**config.mk**
```make
export PLATFORM = sky130hd
export DESIGN_NAME = rsmq_queue
export DESIGN_NICKNAME = d
export VERILOG_FILES = /design/src/hw/rtl/rsmq_pkg.sv /design/src/hw/rtl/rsmq_queue.sv
export VERILOG_INCLUDE_DIRS = /design/src /design/src/hw/rtl
export SDC_FILE = /design/constraint.sdc
export NUM_CORES = 1
export LEC_CHECK = 0
export BUFFER_PORTS_ARGS = -buffer_cell sky130_fd_sc_hd__buf_4
export CORE_MARGIN = 1
export CORE_UTILIZATION = 35
export DETAILED_ROUTE_END_ITERATION = 8
export SLEW_MARGIN = 5
export SYNTH_ARGS = -nofsm -noshare
export SYNTH_HDL_FRONTEND = slang
export SYNTH_SLANG_ARGS = --single-unit
export TNS_END_PERCENT = 20
```
**constraint.sdc**
```tcl
create_clock -name clock -period 1.4 [get_ports clock]
set_input_delay 0.28 -clock clock [delete_from_list [all_inputs] [get_ports clock]]
set_output_delay 0.28 -clock clock [all_outputs]
set_load 0.02 [all_outputs]
```
**src/hw/rtl/range_second_minimum_query_top_defines.svh**
```systemverilog
// Assertion macros shared by the range second-minimum query RTL.
// Included by modules that carry concurrent assertions; depends on nothing.
`ifndef RANGE_SECOND_MINIMUM_QUERY_TOP_DEFINES_SVH
`define RANGE_SECOND_MINIMUM_QUERY_TOP_DEFINES_SVH
`ifndef NO_ASSERTIONS
`define RSMQ_ASSERT(lbl, clk, rst, prop) \
   lbl: assert property (@(posedge clk) disable iff (rst) prop) \
      else $error("rsmq assertion failed");
`define RSMQ_ASSERT_ALWAYS(lbl, clk, prop) \
   lbl: assert property (@(posedge clk) prop) \
      else $error("rsmq assertion failed");
`else
`define RSMQ_ASSERT(lbl, clk, rst, prop)
`define RSMQ_ASSERT_ALWAYS(lbl, clk, prop)
`endif
`endif

```
**src/hw/rtl/rsmq_pkg.sv**
```systemverilog
// Shared types and fixed field widths of the range second-minimum query block.
// No dependencies.
`default_nettype none
package rsmq_pkg;
   localparam int unsigned FIELD_WIDTH = 32;
   localparam int unsigned INDEX_WIDTH = 10;
   localparam int unsigned COUNT_WIDTH = 11;

   typedef enum logic [1:0] {
      CMD_LOAD,
      CMD_BUILD,
      CMD_QUERY,
      CMD_ERROR
   } cmd_op_type;

   typedef enum logic [1:0] {
      ST_IDLE,
      ST_QDATA,
      ST_GAP,
      ST_BUILD
   } back_state_type;

   typedef struct packed {
      logic empty;
      logic full;
   } queue_status_type;
endpackage
`default_nettype wire

```
**src/hw/rtl/rsmq_queue.sv**
```systemverilog
// Two-entry command queue between the front and back ends.
// Depends on rsmq_pkg and the assertion macro header.
`default_nettype none
`include "range_second_minimum_query_top_defines.svh"
module rsmq_queue #(
   parameter int WIDTH = 8
) (
   input  wire                        clock,
   input  wire                        reset,
   input  wire                        push,
   input  wire [WIDTH-1:0]            push_data,
   input  wire                        pop,
   output logic [WIDTH-1:0]           pop_data,
   output rsmq_pkg::queue_status_type status
);
   import rsmq_pkg::*;

   logic [WIDTH-1:0] slot_ff [2];
   logic [1:0]       count_ff, count_in;
   logic             wr_ptr_ff, rd_ptr_ff;

   assign pop_data     = slot_ff[rd_ptr_ff];
   assign status.empty = (count_ff == 2'd0);
   assign status.full  = (count_ff == 2'd2);

   always_comb begin
      count_in = count_ff + 2'(push) - 2'(pop);
   end

   always_ff @(posedge clock) begin
      if (push) begin
         slot_ff[wr_ptr_ff] <= push_data;
      end
   end

   always_ff @(posedge clock) begin
      if (reset) begin
         count_ff  <= 2'd0;
         wr_ptr_ff <= 1'b0;
         rd_ptr_ff <= 1'b0;
      end else begin
         count_ff <= count_in;
         if (push) begin
            wr_ptr_ff <= !wr_ptr_ff;
         end
         if (pop) begin
            rd_ptr_ff <= !rd_ptr_ff;
         end
      end
   end

   `RSMQ_ASSERT(a_no_overflow, clock, reset, push |-> !status.full || pop)
   `RSMQ_ASSERT(a_no_underflow, clock, reset, pop |-> !status.empty)
   `RSMQ_ASSERT(a_count_bound, clock, reset, count_ff != 2'd3)
endmodule
`default_nettype wire

```
* After elaboration in Yosys (flattened, before gate mapping) *
Memories as Yosys holds them, arrays and structs flattened. A register that Yosys moved wholly into a read port is not among the register bits.
Cells that the tools add are included.

storage, ports and cells
  flip-flop bits (word level) = 4
  memory bits (writable) = 16
  bits of input ports = 12
  output and inout port bits = 10
  memories kept = 1

memories
  name     words  width  rd ports  clocked after Yosys merged registers in  write ports  RTL line          text
  slot_ff  2      8      1         1                                        1            rsmq_queue.sv:18  logic [WIDTH-1:0] slot_ff [2];

cells by class
  $add $sub $neg = 2
  eq/ne operators = 1
  mux-type cells = 4
  reduce and logical (&&, ||, !) cells = 3

operator list
  cell                                         number
  1-bit 2-to-1 mux                             4
  2-bit by 1-bit adder with 2-bit output       1
  2-bit equality test, second input constant   1
  1-bit logical NOT                            2
  2-bit logical NOT                            1
  2-bit by 1-bit subtractor with 2-bit output  1

* Logic depth before layout (Yosys ltp) *
  depth in word-level cells = 3
  mapped depth = 6
  mapped depth without buffers = 6

* Worst setup path after synthesis *
OpenSTA, ideal clock, no wires.

  path type = reg-to-reg
  from = reg count_ff[0]
  to = reg count_ff[1]
  setup time = 0.110 ns
  arrival = 1.185 ns
  setup slack = 0.104 ns
  cell stages (with the launch flop) = 7
  clock period less this slack = 1.296 ns
  path through = dfxtp_1 -> inv_1 -> ha_1 -> inv_1 -> ha_1 -> xnor3_1 -> nor2_1

between the ends
  longest elaborated chain between the ends = 2

RTL lines
  item                                         RTL line          text
  start, declared                              rsmq_queue.sv:19  logic [1:0] count_ff, count_in;
  start signal, assigned                       rsmq_queue.sv:42  count_ff <= count_in;
  2-bit by 1-bit adder with 2-bit output       rsmq_queue.sv:27  count_in = count_ff + 2'(push) - 2'(pop);
  2-bit by 1-bit subtractor with 2-bit output  rsmq_queue.sv:27

Every way passes these cells.
A chain may end at the register's enable or synchronous reset.

==> flow_metrics.env <==
export IMPL_max_slew_margin_rel_pct=74.78
export IMPL_power_switching_mw=0.3331
export IMPL_p_comb_share_pct=24.2
export IMPL_h_tree_depth=1
export IMPL_areaGrowthSynthToFinish_pct=38.39
export IMPL_pwr_density_cell_mw_per_mm2=1235
export IMPL_grt_first_pass_wirelength_um=2097
export IMPL_synth_adder_area_share_pct=3.160
export IMPL_place_gp_congestion=0.6415
export IMPL_synth_top_family_by_area="multiplexers"
export IMPL_ios=22
export IMPL_ys_seq_elements=21
export IMPL_viasPerCell=4.374
export IMPL_dieHeight_um=49.57
export IMPL_worst_ep_required_time_ps=1120
export IMPL_dieArea_mm2=0.002457
export IMPL_avgSynthCellArea_um2=17.22
export IMPL_synth_fp_nets=60
export IMPL_path_class="reg -> out"
export IMPL_yosys_warnings=0
export IMPL_drt_pass1_iterations=2
export IMPL_row_count=16
export IMPL_crit_chain="buf_12, mux2_4, buf_6"
export IMPL_hold_viol_final=0
export IMPL_drc=0
export IMPL_status="finished, violations left"
export IMPL_swShare_pct=24.61
export IMPL_via_count=433
export IMPL_crit_family="flip-flops"
export IMPL_first_global_vias=478
export IMPL_max_vdd_ir_drop_uv=661.5
export IMPL_port_buffers=21
export IMPL_drt_iter0_drc=2
export IMPL_slew_violations=0
export IMPL_max_freq_ghz=0.6671
export IMPL_setup_tns_final_ps=-763.6
export IMPL_yosys_area_share_xor_xnor_pct=5.055
export IMPL_power_mw=1.353
export IMPL_clock_sinks=21
export IMPL_cts_setup_buffers=0
export IMPL_synthSimpleGateAreaFrac_pct=5.529
export IMPL_setup_viol=8
export IMPL_ant_nets=0
export IMPL_hold_path_class="in -> reg"
export IMPL_power_leakage_nw=0.4539
export IMPL_clkPwrFrac_pct=20.4
export IMPL_clk_latency_ps=290
export IMPL_final_common_cell="edfxtp_1"
export IMPL_critPathCaptureType="output pin"
export IMPL_postCtsHoldBufs=0
export IMPL_numCtsBuffers=3
export IMPL_layout_drive_gt1_share_pct=51.39
export IMPL_yosysSeqAreaShare_pct=73.30
export IMPL_die_w_um=49.57
export IMPL_p_seq_share_pct=55.4
export IMPL_start_util_pct=38.79
export IMPL_cp_max_fo=8
export IMPL_core_area_mm2=0.002042
export IMPL_violations="negative setup slack"
export IMPL_drt_wirelength_per_cell_um=12.13
export IMPL_fin_skew_ps=1.812
export IMPL_cts_max_path_buffers=2
export IMPL_cp_start_kind="register"
export IMPL_setup_ws_ps=-99.08
export IMPL_cp_num_buf_inv=2
export IMPL_synth_cell_types=11
export IMPL_grt_max_degree=13
export IMPL_track_usage_pct=11.94
export IMPL_overflow=0
export IMPL_max_stage_delay_ps=350
export IMPL_nets=87
export IMPL_fin_crit_sh_pct=107.1
export IMPL_synth_compound_area_share_pct=0
export IMPL_syn_cell_area_um2=792.0
export IMPL_final_core_util_pct=53.68
export IMPL_num_antenna_cells=0
export IMPL_rsz0062_at_grt="true"
export IMPL_syn_inst=46
export IMPL_cpMaxStageDelayCell="dfxtp_2"
export IMPL_period_needed_ps=1499
export IMPL_cap_violations=0
export IMPL_worstMarginPinSlew_ps=378.2
export IMPL_final_cell_mix="edfxtp_1 (16), buf_4 (14), mux2_4 (8), buf_6 (8), nor2_1 (5)"
export IMPL_cts_root_buffer="clkbuf_4"
export IMPL_drt_wl_total_um=1201
export IMPL_synthMuxAreaShare_pct=11.37
export IMPL_cts_tree="built"
export IMPL_antenna_found_initial=0
export IMPL_p_int_mw=1.020
export IMPL_arrival_ps=1220
export IMPL_clk_pin_slew_ps=110
[state kept, by name, indices dropped and copies added (netlist names), named ones only]
signal     count
rd_ptr_ff      1
wr_ptr_ff      1
count_ff       2
slot_ff       16
[through the flow]
stage	instance area [µm²]	worst slack [ps]	hold slack [ps]	instances
2_1_floorplan	792.0	104.5	351.6	46
3_5_place_dp	1006	0.2240	467.7	95
6_report	1096	-99.08	159.4	99
4_1_cts	1095	-123.9	147.3	99
3_3_place_gp	1006	27.22	465.3	95
5_1_grt	1096	-156.0	139.3	99
[area by class of cell]
cell class / instances / area [µm²]
clock buffers: 3 / 22.52
clock inverters: 1 / 5.005
fillers: 184 / 945.9
inverters: 2 / 7.507
multi-input cells: 22 / 229.0
flip-flops and latches: 21 / 583.1
well taps: 27 / 33.78
repair buffers: 23 / 215.2
[logic make-up (layout without fill, tap and decap cells)]
kind of cell | Yosys count | in the layout
fa+ha+maj | 2 | 2
xor+xnor | 3 | 3
simple gates | 9 | 9
flops | 21 | 21
mux | 8 | 8
buf+inv | 3 | 29
[synthesized netlist by cell type]
cell type | n | area share (%)
inv_1 | 2 | 0.95
ha_1 | 2 | 3.2
edfxtp_1 | 16 | 61
nor2b_1 | 3 | 2.4
and2_1 | 1 | 0.79
mux2_2 | 8 | 11
dfxtp_1 | 5 | 13
xnor2_1 | 2 | 2.2
xnor3_1 | 1 | 2.8
nor2_1 | 5 | 2.4
buf_2 | 1 | 0.63
[worst paths after layout]
path                    start     endpoint  slack, ps  depth (start not counted)
hold / removal          reset  count_ff[0]        160                          2
setup / recovery     register  pop_data[4]       -100                          3
hold reg to reg     rd_ptr_ff    rd_ptr_ff        530                          2
setup reg to reg  count_ff[0]  count_ff[1]        220                          6
[repair_timing]
action / CTS / global route
gates resized for setup: 17 / 1
hold endpoints to repair: 0 / 0
endpoints found under the setup margin: 8 / 9
pin swaps: 0 / 1
[power by group through the flow]
stage	clock [mW]	combinational, mW	sequential (mW)
after floorplan	0	0.171	0.753
after global placement	0	0.290	0.759
after detailed placement	0	0.293	0.762
after CTS	0.294	0.333	0.749
after global routing	0.318	0.351	0.758
final	0.276	0.328	0.750
[metal layers]
| metal | up-vias | routed length [µm] | track usage, % |
|---|---|---|---|
| li1 | 214 | - | - |
| met1 | 200 | 483 | 12.70 |
| met2 | 17 | 631 | 20.72 |
| met3 | 2 | 68 | 3.395 |
| met4 | 0 | 18 | 7.143 |
| met5 | - | 0 | 0 |
[worst reg2reg max path: stages, from the launching register on]
cell and delay [ps]:
dfxtp_2 360, inv_1 40, ha_1 260, inv_1 50
ha_1 140, xnor3_1 200, nor2_1 80
No activity file was read; power rests on OpenSTA's default activity.
