[src/hw/rtl/range_second_minimum_query_top_defines.svh]
// Assertion macros shared by the range second-minimum query RTL.
// Included by modules that carry concurrent assertions; depends on nothing.
`ifndef RANGE_SECOND_MINIMUM_QUERY_TOP_DEFINES_SVH
`define RANGE_SECOND_MINIMUM_QUERY_TOP_DEFINES_SVH
`ifndef NO_ASSERTIONS
`define RSMQ_ASSERT(lbl, clk, rst, prop) \
   lbl: assert property (@(posedge clk) disable iff (rst) prop) \
      else $error("rsmq assertion failed");
`define RSMQ_ASSERT_ALWAYS(lbl, clk, prop) \
   lbl: assert property (@(posedge clk) prop) \
      else $error("rsmq assertion failed");
`else
`define RSMQ_ASSERT(lbl, clk, rst, prop)
`define RSMQ_ASSERT_ALWAYS(lbl, clk, prop)
`endif
`endif

[src/hw/rtl/rsmq_pkg.sv]
// Shared types and fixed field widths of the range second-minimum query block.
// No dependencies.
`default_nettype none
package rsmq_pkg;
   localparam int unsigned FIELD_WIDTH = 32;
   localparam int unsigned INDEX_WIDTH = 10;
   localparam int unsigned COUNT_WIDTH = 11;

   typedef enum logic [1:0] {
      CMD_LOAD,
      CMD_BUILD,
      CMD_QUERY,
      CMD_ERROR
   } cmd_op_type;

   typedef enum logic [1:0] {
      ST_IDLE,
      ST_QDATA,
      ST_GAP,
      ST_BUILD
   } back_state_type;

   typedef struct packed {
      logic empty;
      logic full;
   } queue_status_type;
endpackage
`default_nettype wire

[src/hw/rtl/rsmq_front.sv]
// Front end: accepts transactions, tracks load position and table state,
// and classifies each item into a command. Depends on rsmq_pkg.
`default_nettype none
module rsmq_front #(
   parameter int MAX_ELEMENTS = 1024,
   parameter int LEVELS       = 10,
   parameter int VALUE_WIDTH  = 32,
   parameter int JW           = $clog2(MAX_ELEMENTS),
   parameter int LW           = (LEVELS > 1) ? $clog2(LEVELS) : 1,
   parameter int CW           = $clog2(MAX_ELEMENTS + 1)
) (
   input  wire                                    clock,
   input  wire                                    reset,
   input  wire                                    csr_write_enable,
   input  wire [rsmq_pkg::COUNT_WIDTH-1:0]        csr_write_data,
   input  wire                                    accept,
   input  wire                                    req_operation,
   input  wire signed [rsmq_pkg::FIELD_WIDTH-1:0] req_element_value,
   input  wire [rsmq_pkg::INDEX_WIDTH-1:0]        req_left_index,
   input  wire [rsmq_pkg::INDEX_WIDTH-1:0]        req_right_index,
   output rsmq_pkg::cmd_op_type                   cmd_op,
   output logic [LW+JW-1:0]                       cmd_addr_a,
   output logic [LW+JW-1:0]                       cmd_addr_b,
   output logic [VALUE_WIDTH-1:0]                 cmd_value,
   output logic [CW-1:0]                          cmd_count
);
   import rsmq_pkg::*;

   localparam logic [CW-1:0] RESET_COUNT = CW'((MAX_ELEMENTS < 1024) ? MAX_ELEMENTS : 1024);

   logic [CW-1:0] count_ff, count_in;
   logic [CW-1:0] pos_ff, pos_in;
   logic          ready_ff, ready_in;

   logic [CW-1:0]          cur_pos, next_pos;
   logic [INDEX_WIDTH-1:0] len_m1, b_idx;
   logic [3:0]             level;
   logic                   bad_range, level_over;

   always_comb begin
      cur_pos  = (ready_ff || (pos_ff >= count_ff)) ? '0 : pos_ff;
      next_pos = cur_pos + CW'(1);
      len_m1   = req_right_index - req_left_index;
      level    = 4'd0;
      for (int i = 1; i < INDEX_WIDTH; i++) begin
         if (len_m1[i]) begin
            level = 4'(i);
         end
      end
      b_idx      = req_right_index - ((INDEX_WIDTH'(1) << level) - INDEX_WIDTH'(1));
      bad_range  = !ready_ff || (req_left_index > req_right_index) ||
                   (32'(req_right_index) >= 32'(count_ff));
      level_over = 32'(level) >= LEVELS;
   end

   always_comb begin
      cmd_count = count_ff;
      cmd_value = VALUE_WIDTH'($unsigned(req_element_value)) ^
                  {1'b1, {(VALUE_WIDTH-1){1'b0}}};
      if (!req_operation) begin
         cmd_op     = (next_pos >= count_ff) ? CMD_BUILD : CMD_LOAD;
         cmd_addr_a = {LW'(0), JW'(cur_pos)};
         cmd_addr_b = {LW'(0), JW'(cur_pos)};
      end else begin
         cmd_op     = (bad_range || level_over) ? CMD_ERROR : CMD_QUERY;
         cmd_addr_a = {LW'(level), JW'(req_left_index)};
         cmd_addr_b = {LW'(level), JW'(b_idx)};
      end
   end

   always_comb begin
      count_in = count_ff;
      pos_in   = pos_ff;
      ready_in = ready_ff;
      if (csr_write_enable) begin
         if (csr_write_data == '0) begin
            count_in = CW'(1);
         end else if (32'(csr_write_data) > 32'(MAX_ELEMENTS)) begin
            count_in = CW'(MAX_ELEMENTS);
         end else begin
            count_in = CW'(csr_write_data);
         end
         pos_in   = '0;
         ready_in = 1'b0;
      end else if (accept && !req_operation) begin
         if (next_pos >= count_ff) begin
            pos_in   = '0;
            ready_in = 1'b1;
         end else begin
            pos_in   = next_pos;
            ready_in = 1'b0;
         end
      end
   end

   always_ff @(posedge clock) begin
      if (reset) begin
         count_ff <= RESET_COUNT;
         pos_ff   <= '0;
         ready_ff <= 1'b0;
      end else begin
         count_ff <= count_in;
         pos_ff   <= pos_in;
         ready_ff <= ready_in;
      end
   end
endmodule
`default_nettype wire

[config.mk]
export PLATFORM = sky130hd
export DESIGN_NAME = rsmq_front
export DESIGN_NICKNAME = d
export VERILOG_FILES = /design/src/hw/rtl/range_second_minimum_query_top_defines.svh /design/src/hw/rtl/rsmq_pkg.sv /design/src/hw/rtl/rsmq_front.sv
export SDC_FILE = /design/constraint.sdc
export NUM_CORES = 1
export LEC_CHECK = 0
export BUFFER_PORTS_ARGS = -buffer_cell sky130_fd_sc_hd__buf_2
export CORE_ASPECT_RATIO = 1.1
export CORE_UTILIZATION = 51
export DETAILED_ROUTE_END_ITERATION = 8
export GPL_TIMING_DRIVEN = 0
export PLACE_DENSITY = 0.83
export SLEW_MARGIN = 10
export SYNTH_ARGS = -nofsm -noshare
export SYNTH_HDL_FRONTEND = slang
export SYNTH_SLANG_ARGS = --single-unit
[constraint.sdc]
create_clock -name clock -period 11.9 [get_ports clock]
set_input_delay 3.57 -clock clock [delete_from_list [all_inputs] [get_ports clock]]
set_output_delay 3.57 -clock clock [all_outputs]
set_load 0.05 [all_outputs]
Word level (Yosys, flattened, before mapping)
Index checks and enable logic that the tools add are counted.
- flip-flop bits (word level): 23
- input bits: 68
- output and inout bits: 73
- logic and storage cells: 43
- add/sub/neg operators: 4
- magnitude comparators: 6
- shift-type cells: 1
- mux-type cells: 19
- bitwise logic cells: 1
- reductions and logical operators: 9
- operator list (kind ; count):
    $mux W11 ; 4
    $mux W4 ; 8
    $mux W14 ; 2
    $ge A11 B11 Y1 ; 2
    $sub A10 B10 Y10 ; 2
    $add A11 B1 Y11 const B ; 1
    $ge A10 B11 Y1 ; 1
    $gt A11 B11 Y1 const B ; 1
    $logic_not A11 Y1 ; 1
    $gt A10 B10 Y1 ; 1
    $shl A1 B4 Y10 const A ; 1
    $sub A10 B1 Y10 const B ; 1
    $ge A4 B4 Y1 const B ; 1
    $logic_or A1 B1 Y1 ; 4
    $mux W1 ; 4
    $logic_not A1 Y1 ; 2
    $mux W2 ; 1
    $reduce_or A2 Y1 ; 1
    $logic_and A1 B1 Y1 ; 1
    $not A1 Y1 ; 1

Longest topological paths before layout
- word-level depth: 14
- mapped depth: 22
- mapped depth without buffers: 20

Worst setup path before layout
No wires, ideal clock.
- path type: input to output
- from: input req_left_index[4] (netlist bit)
- to: output cmd_addr_b[9]
- data arrival time: 7.709 ns
- required time: 8.330 ns
- setup slack: 0.621 ns
- stages on the path: 19
- buffers on the path: 1
- cells stage by stage: inv_1 -> ha_1 -> buf_6 -> a2111o_1 -> o2111ai_2 -> a21oi_2 -> a2111oi_4 -> nor3_1 -> and4_1 -> ha_1 -> inv_1 -> ha_1 -> fa_1 -> a21oi_1 -> o211ai_1 -> o41ai_1 -> and3_1 -> mux2i_1 -> nand3_1
- word-level cells in the longest chain between the ends: 11
- ends and longest elaborated chain (element ; line ; RTL):
    from (decl) ; rsmq_front.sv:19 ; input wire [rsmq_pkg::INDEX_WIDTH-1:0] req_left_index,
    $sub A10 B10 Y10 (*) ; rsmq_front.sv:43 ; len_m1 = req_right_index - req_left_index;
    $mux W4 (5 in a row) ; rsmq_front.sv:46 ; if (len_m1[i]) begin
    $mux W4 (*) ; rsmq_front.sv:46 ;
    $shl A1 B4 Y10 (*) ; rsmq_front.sv:50 ; b_idx = req_right_index - ((INDEX_WIDTH'(1) << level) - INDEX_WIDTH'(1));
    $sub A10 B1 Y10 (*) ; rsmq_front.sv:50 ;
    $sub A10 B10 Y10 (*) ; rsmq_front.sv:50 ;
    $mux W14 (*) ; rsmq_front.sv:60 ; if (!req_operation) begin
    to (decl) ; rsmq_front.sv:23 ; output logic [LW+JW-1:0] cmd_addr_b,
Every way passes the cells marked *; elsewhere a longest branch is shown, timed or not.

Worst setup path after layout
- from: input req_right_index[0] (netlist bit)
- to: output cmd_addr_b[9]
- word-level cells in the longest chain between the ends: 14
- ends and longest elaborated chain (element ; line ; RTL):
    from (decl) ; rsmq_front.sv:20 ; input wire [rsmq_pkg::INDEX_WIDTH-1:0] req_right_index,
    $sub A10 B10 Y10 ; rsmq_front.sv:43 ;
    $mux W1 ; rsmq_front.sv:46 ;
    $mux W4 (8 in a row) ; rsmq_front.sv:46 ;
    $shl A1 B4 Y10 ; rsmq_front.sv:50 ;
    $sub A10 B1 Y10 ; rsmq_front.sv:50 ;
    $sub A10 B10 Y10 (*) ; rsmq_front.sv:50 ;
    $mux W14 (*) ; rsmq_front.sv:60 ;
Marked as above.

==> flow_summary_export.csv <==
group,metric,value,unit
timing,finalWorstPathRequiredPeriod,11.53,ns
clock_tree,ctsRootBufferMaster,"clkbuf_8",
synth,number_of_instances_in_the_synthesized_netlist,480,
drt,route.detailed.vias_per_inst,5.87,
die,initial_core_util,52.8,%
synth,synth_async_sr_flop_share,0,%
place,detailedPlacementHpwl,8720,µm
synth,synth.lib_cells_used.distinct,68,
clock_tree,h-tree-depth,1,
global_routing,grt_residual_overflow,0,
global_routing,grt_max_degree,14,
critical_path,cp_cell_sequence,"buf_2 > nand2b_1 > fa_1 > a21o_1 > a221oi_2 > xor2_1 > o211ai_1 > nand3_1 > and4_1 > ha_1 > inv_1 > ha_1 > fa_1 > a21oi_1 > o211ai_1 > o41ai_2 > and3_1 > mux2i_1 > nand3_1 > buf_2",
synth,ys_ff_latch,23,
die,fp.dieW,83.2,µm
pwr,power.static_leakage,2.19,nW
critical_path,crit_path_max_fanout,4,
drt,detailed_routing_iterations_pass_1,5,
global_routing,grt_first_pass_wirelength,17000,µm
timing,relSlewSlack,58.6,%
global_routing,overall_track_demand_over_capacity_in_global_routing,26.9,%
die,core_area,7010,µm²
timing,finalCritPeriodShare,96.9,%
critical_path,timing.critical_path.required,8.33,ns
global_routing,number_of_antenna_violations_at_the_first_check_in_global_routing,0,
synth,synth_top_flop_cell,"dfxtp_1",
synth,netlist_area,3700,µm²
critical_path,critPathArrivalTime,7.96,ns
clock_tree,max-clock-path-buffers,2,
timing,totalNegativeSetupSlack,0,ns
synth,ys.warnings.count,0,
layout,multiInputGateArea,2770,µm²
timing,timing.final.hold_violations,0,
global_routing,grt_pass1_vias,3794,
critical_path,crit_type,"input pin to output port",
place,portBuffers,107,
pwr,power_density,89.7,nW/µm²
drt,vias,3983,
critical_path,crit_path_top_delay_cell,"fa_1",
critical_path,critical_path.endpoint_type,"output port",
layout,design.final.nets,724,
synth,synth_edf_count,0,
synth,yosysSeqAreaShare,12.4,%
drt,wl,10600,µm
layout,seq_area,460,µm²
timing,hold_ws,0.503,ns
timing,skew,0.00285,ns
layout,layout-drive-gt1-share,29.1,%
die,die_area,7600,µm²
timing,fmax,86.7,MHz
outcome,run_status,"completed",
clock_tree,cts_inserted_buffers,3,
timing,worst_pin_slew,0.620,ns
timing,grt_setup_unrepaired,"no",
synth,postSynthAreaPerCell,7.71,µm²
place,dp.cells,672,
pwr,ir_worst_vdd,0.0752,mV
run,cap_violations,0,
die,row_count,32,
clock_tree,clkLatencyLatePin,0.27,ns
drt,drt_first_iter_violations,233,
drt,routed_wire_length_per_instance,15.6,µm
drt,drtAntennaViolNets,0,
die,design.portCount,141,
layout,diodes,0,
die,die_height,91.3,µm
clock_tree,clk_pin_slew,0.09,ns
clock_tree,clock_tree_from_tritoncts,"done",
timing,final-setup-viol-count,0,
clock_tree,clkSinkCount,23,
timing,final-max-slew-violation-count,0,
layout,final_cell_count_no_fill,679,
layout,area_growth,19.6,%
place,gp_congestion,0.922,
layout,count_of_filler_cells_inserted_in_the_layout,628,
worst_hold_path,timing.hold.worst.class,"flip-flop to flip-flop",
synth,syn-num-nets,609,
drt,remaining_drc_errors,0,
critical_path,timing.critical_path.slowest_cell_delay,0.43,ns
layout,finalCoreUtilization,63.2,%
critical_path,timing.critical_path.from_type,"input pin",
## kinds of logic (layout without fill, tap and decap cells)
group,Yosys count,in the layout,synth area share [%]
multiplexers,3,3,0.812
AND/OR/NAND/NOR,152,152,21.0
AO/OA/AOI/OAI,138,138,28.2
buffers and inverters,89,203,13.2
XOR/XNOR,14,14,3.31
flip-flops,23,23,12.4
adder cells (fa/ha/maj),61,61,21.0
## per-stage QoR
| stage | cell area, µm² | total power [mW] | setup WS, ns |
|---|---|---|---|
| CTS | 4390 | 0.390 | 0.0925 |
| floorplan | 3700 | 0.284 | 0.621 |
| finish | 4430 | 0.397 | 0.372 |
| detailed placement | 4340 | 0.339 | 0.109 |
| global placement | 4340 | 0.334 | 0.145 |
| global route | 4430 | 0.421 | 0.0611 |
## sequential cells by signal, summed over array words and instances, names as in the netlist
| register | flops |
|---|---|
| ready_ff | 1 |
| pos_ff | 11 |
| cmd_count | 11 |
## cells in the mapped netlist, types with 10 or more instances
| master | count | share of area, % |
|---|---|---|
| dfxtp_1 | 23 | 12 |
| o21a_1 | 12 | 2.4 |
| nand2b_1 | 13 | 2.2 |
| o21ai_0 | 21 | 2.8 |
| nand3_1 | 11 | 1.5 |
| buf_4 | 36 | 7.3 |
| a21oi_1 | 23 | 3.1 |
| nor2_1 | 26 | 2.6 |
| inv_1 | 34 | 3.4 |
| ha_1 | 59 | 20 |
| a21o_1 | 10 | 2.0 |
| clkbuf_1 | 13 | 1.3 |
| xnor2_1 | 10 | 2.4 |
| a22o_1 | 13 | 3.1 |
| o211ai_1 | 14 | 2.8 |
| nand2_1 | 45 | 4.6 |
## area by class of cell
| class | instances | area share, % |
|---|---|---|
| plain buffers | 55 | 8.14 |
| clock buffers | 3 | 0.933 |
| clock inverters | 1 | 0.113 |
| inverters | 34 | 2.88 |
| multi-input cells | 368 | 62.5 |
| flip-flops and latches | 23 | 10.4 |
| well taps | 85 | 2.40 |
| repair buffers | 110 | 12.6 |
## final timing paths
kind                      start             to  slack [ns]  depth (start not counted)
max reg2reg           pos_ff[0]      pos_ff[4]        6.41                         22
min reg2reg        cmd_count[7]   cmd_count[7]        0.50                          2
min                cmd_count[7]   cmd_count[7]        0.50                          2
max          req_right_index[0]  cmd_addr_b[9]        0.37                         20
## worst max-delay path, delay by kind of cell
kind | cells | cell delay [ns]
and+or+nand+nor | 5 | 0.89
xor gates and xnor gates | 1 | 0.18
muxes | 1 | 0.07
adders and majority gates | 4 | 1.32
AOI/OAI and AO/OA | 6 | 1.51
buffers and inverters | 3 | 0.41
## per-layer routing
metal / share of wire, % / vias up / GRT usage [%]
met1: 38 / 1841 / 30.2
met5: 0 / - / 0
met4: 2.9 / 0 / 11.4
li1: - / 1948 / -
met2: 54 / 161 / 51.7
met3: 5.6 / 33 / 2.00
## repair_timing
action                                  4_1_cts  5_1_grt
buffers inserted                              0        3
endpoints found under the setup margin        0        1
gates resized for setup                       0        2
hold buffers                                  0        0
## where the power goes
group,leakage [nW],switching (mW),internal (mW)
combinational,1.98,0.175,0.0909
clock,0.0255,0.0278,0.0235
sequential,0.187,0.00131,0.0787
## cell usage in the layout (no fill, tap or decap), types with 2 or more instances in the layout
cell / synthesis / layout
o21ai_0: 21 / 21
inv_1: 34 / 34
nor4_1: 3 / 3
a221o_1: 3 / 3
and2_1: 8 / 8
clkbuf_1: 13 / 13
nand4_1: 7 / 7
o31ai_1: 2 / 2
o211a_1: 2 / 2
buf_6: 2 / 2
ha_1: 59 / 59
clkbuf_8: 0 / 3
and4_1: 3 / 3
or2_2: 3 / 3
a31oi_1: 2 / 2
buf_4: 36 / 39
a211o_1: 2 / 2
o211ai_1: 14 / 14
nand2_1: 45 / 45
fa_1: 2 / 2
nand2b_1: 13 / 13
dfxtp_1: 23 / 23
nor2_1: 26 / 26
nor2b_1: 9 / 9
xnor2_1: 10 / 9
a21o_1: 10 / 10
nor3b_1: 2 / 2
o22ai_1: 2 / 2
a22o_1: 13 / 13
nand3_1: 11 / 11
xor2_1: 4 / 4
nor3_1: 9 / 9
a211oi_1: 7 / 7
buf_2: 3 / 110
o21a_1: 12 / 12
and3_1: 7 / 7
mux2i_1: 3 / 3
a21oi_1: 23 / 23
No activity file was read; power rests on OpenSTA's default activity.
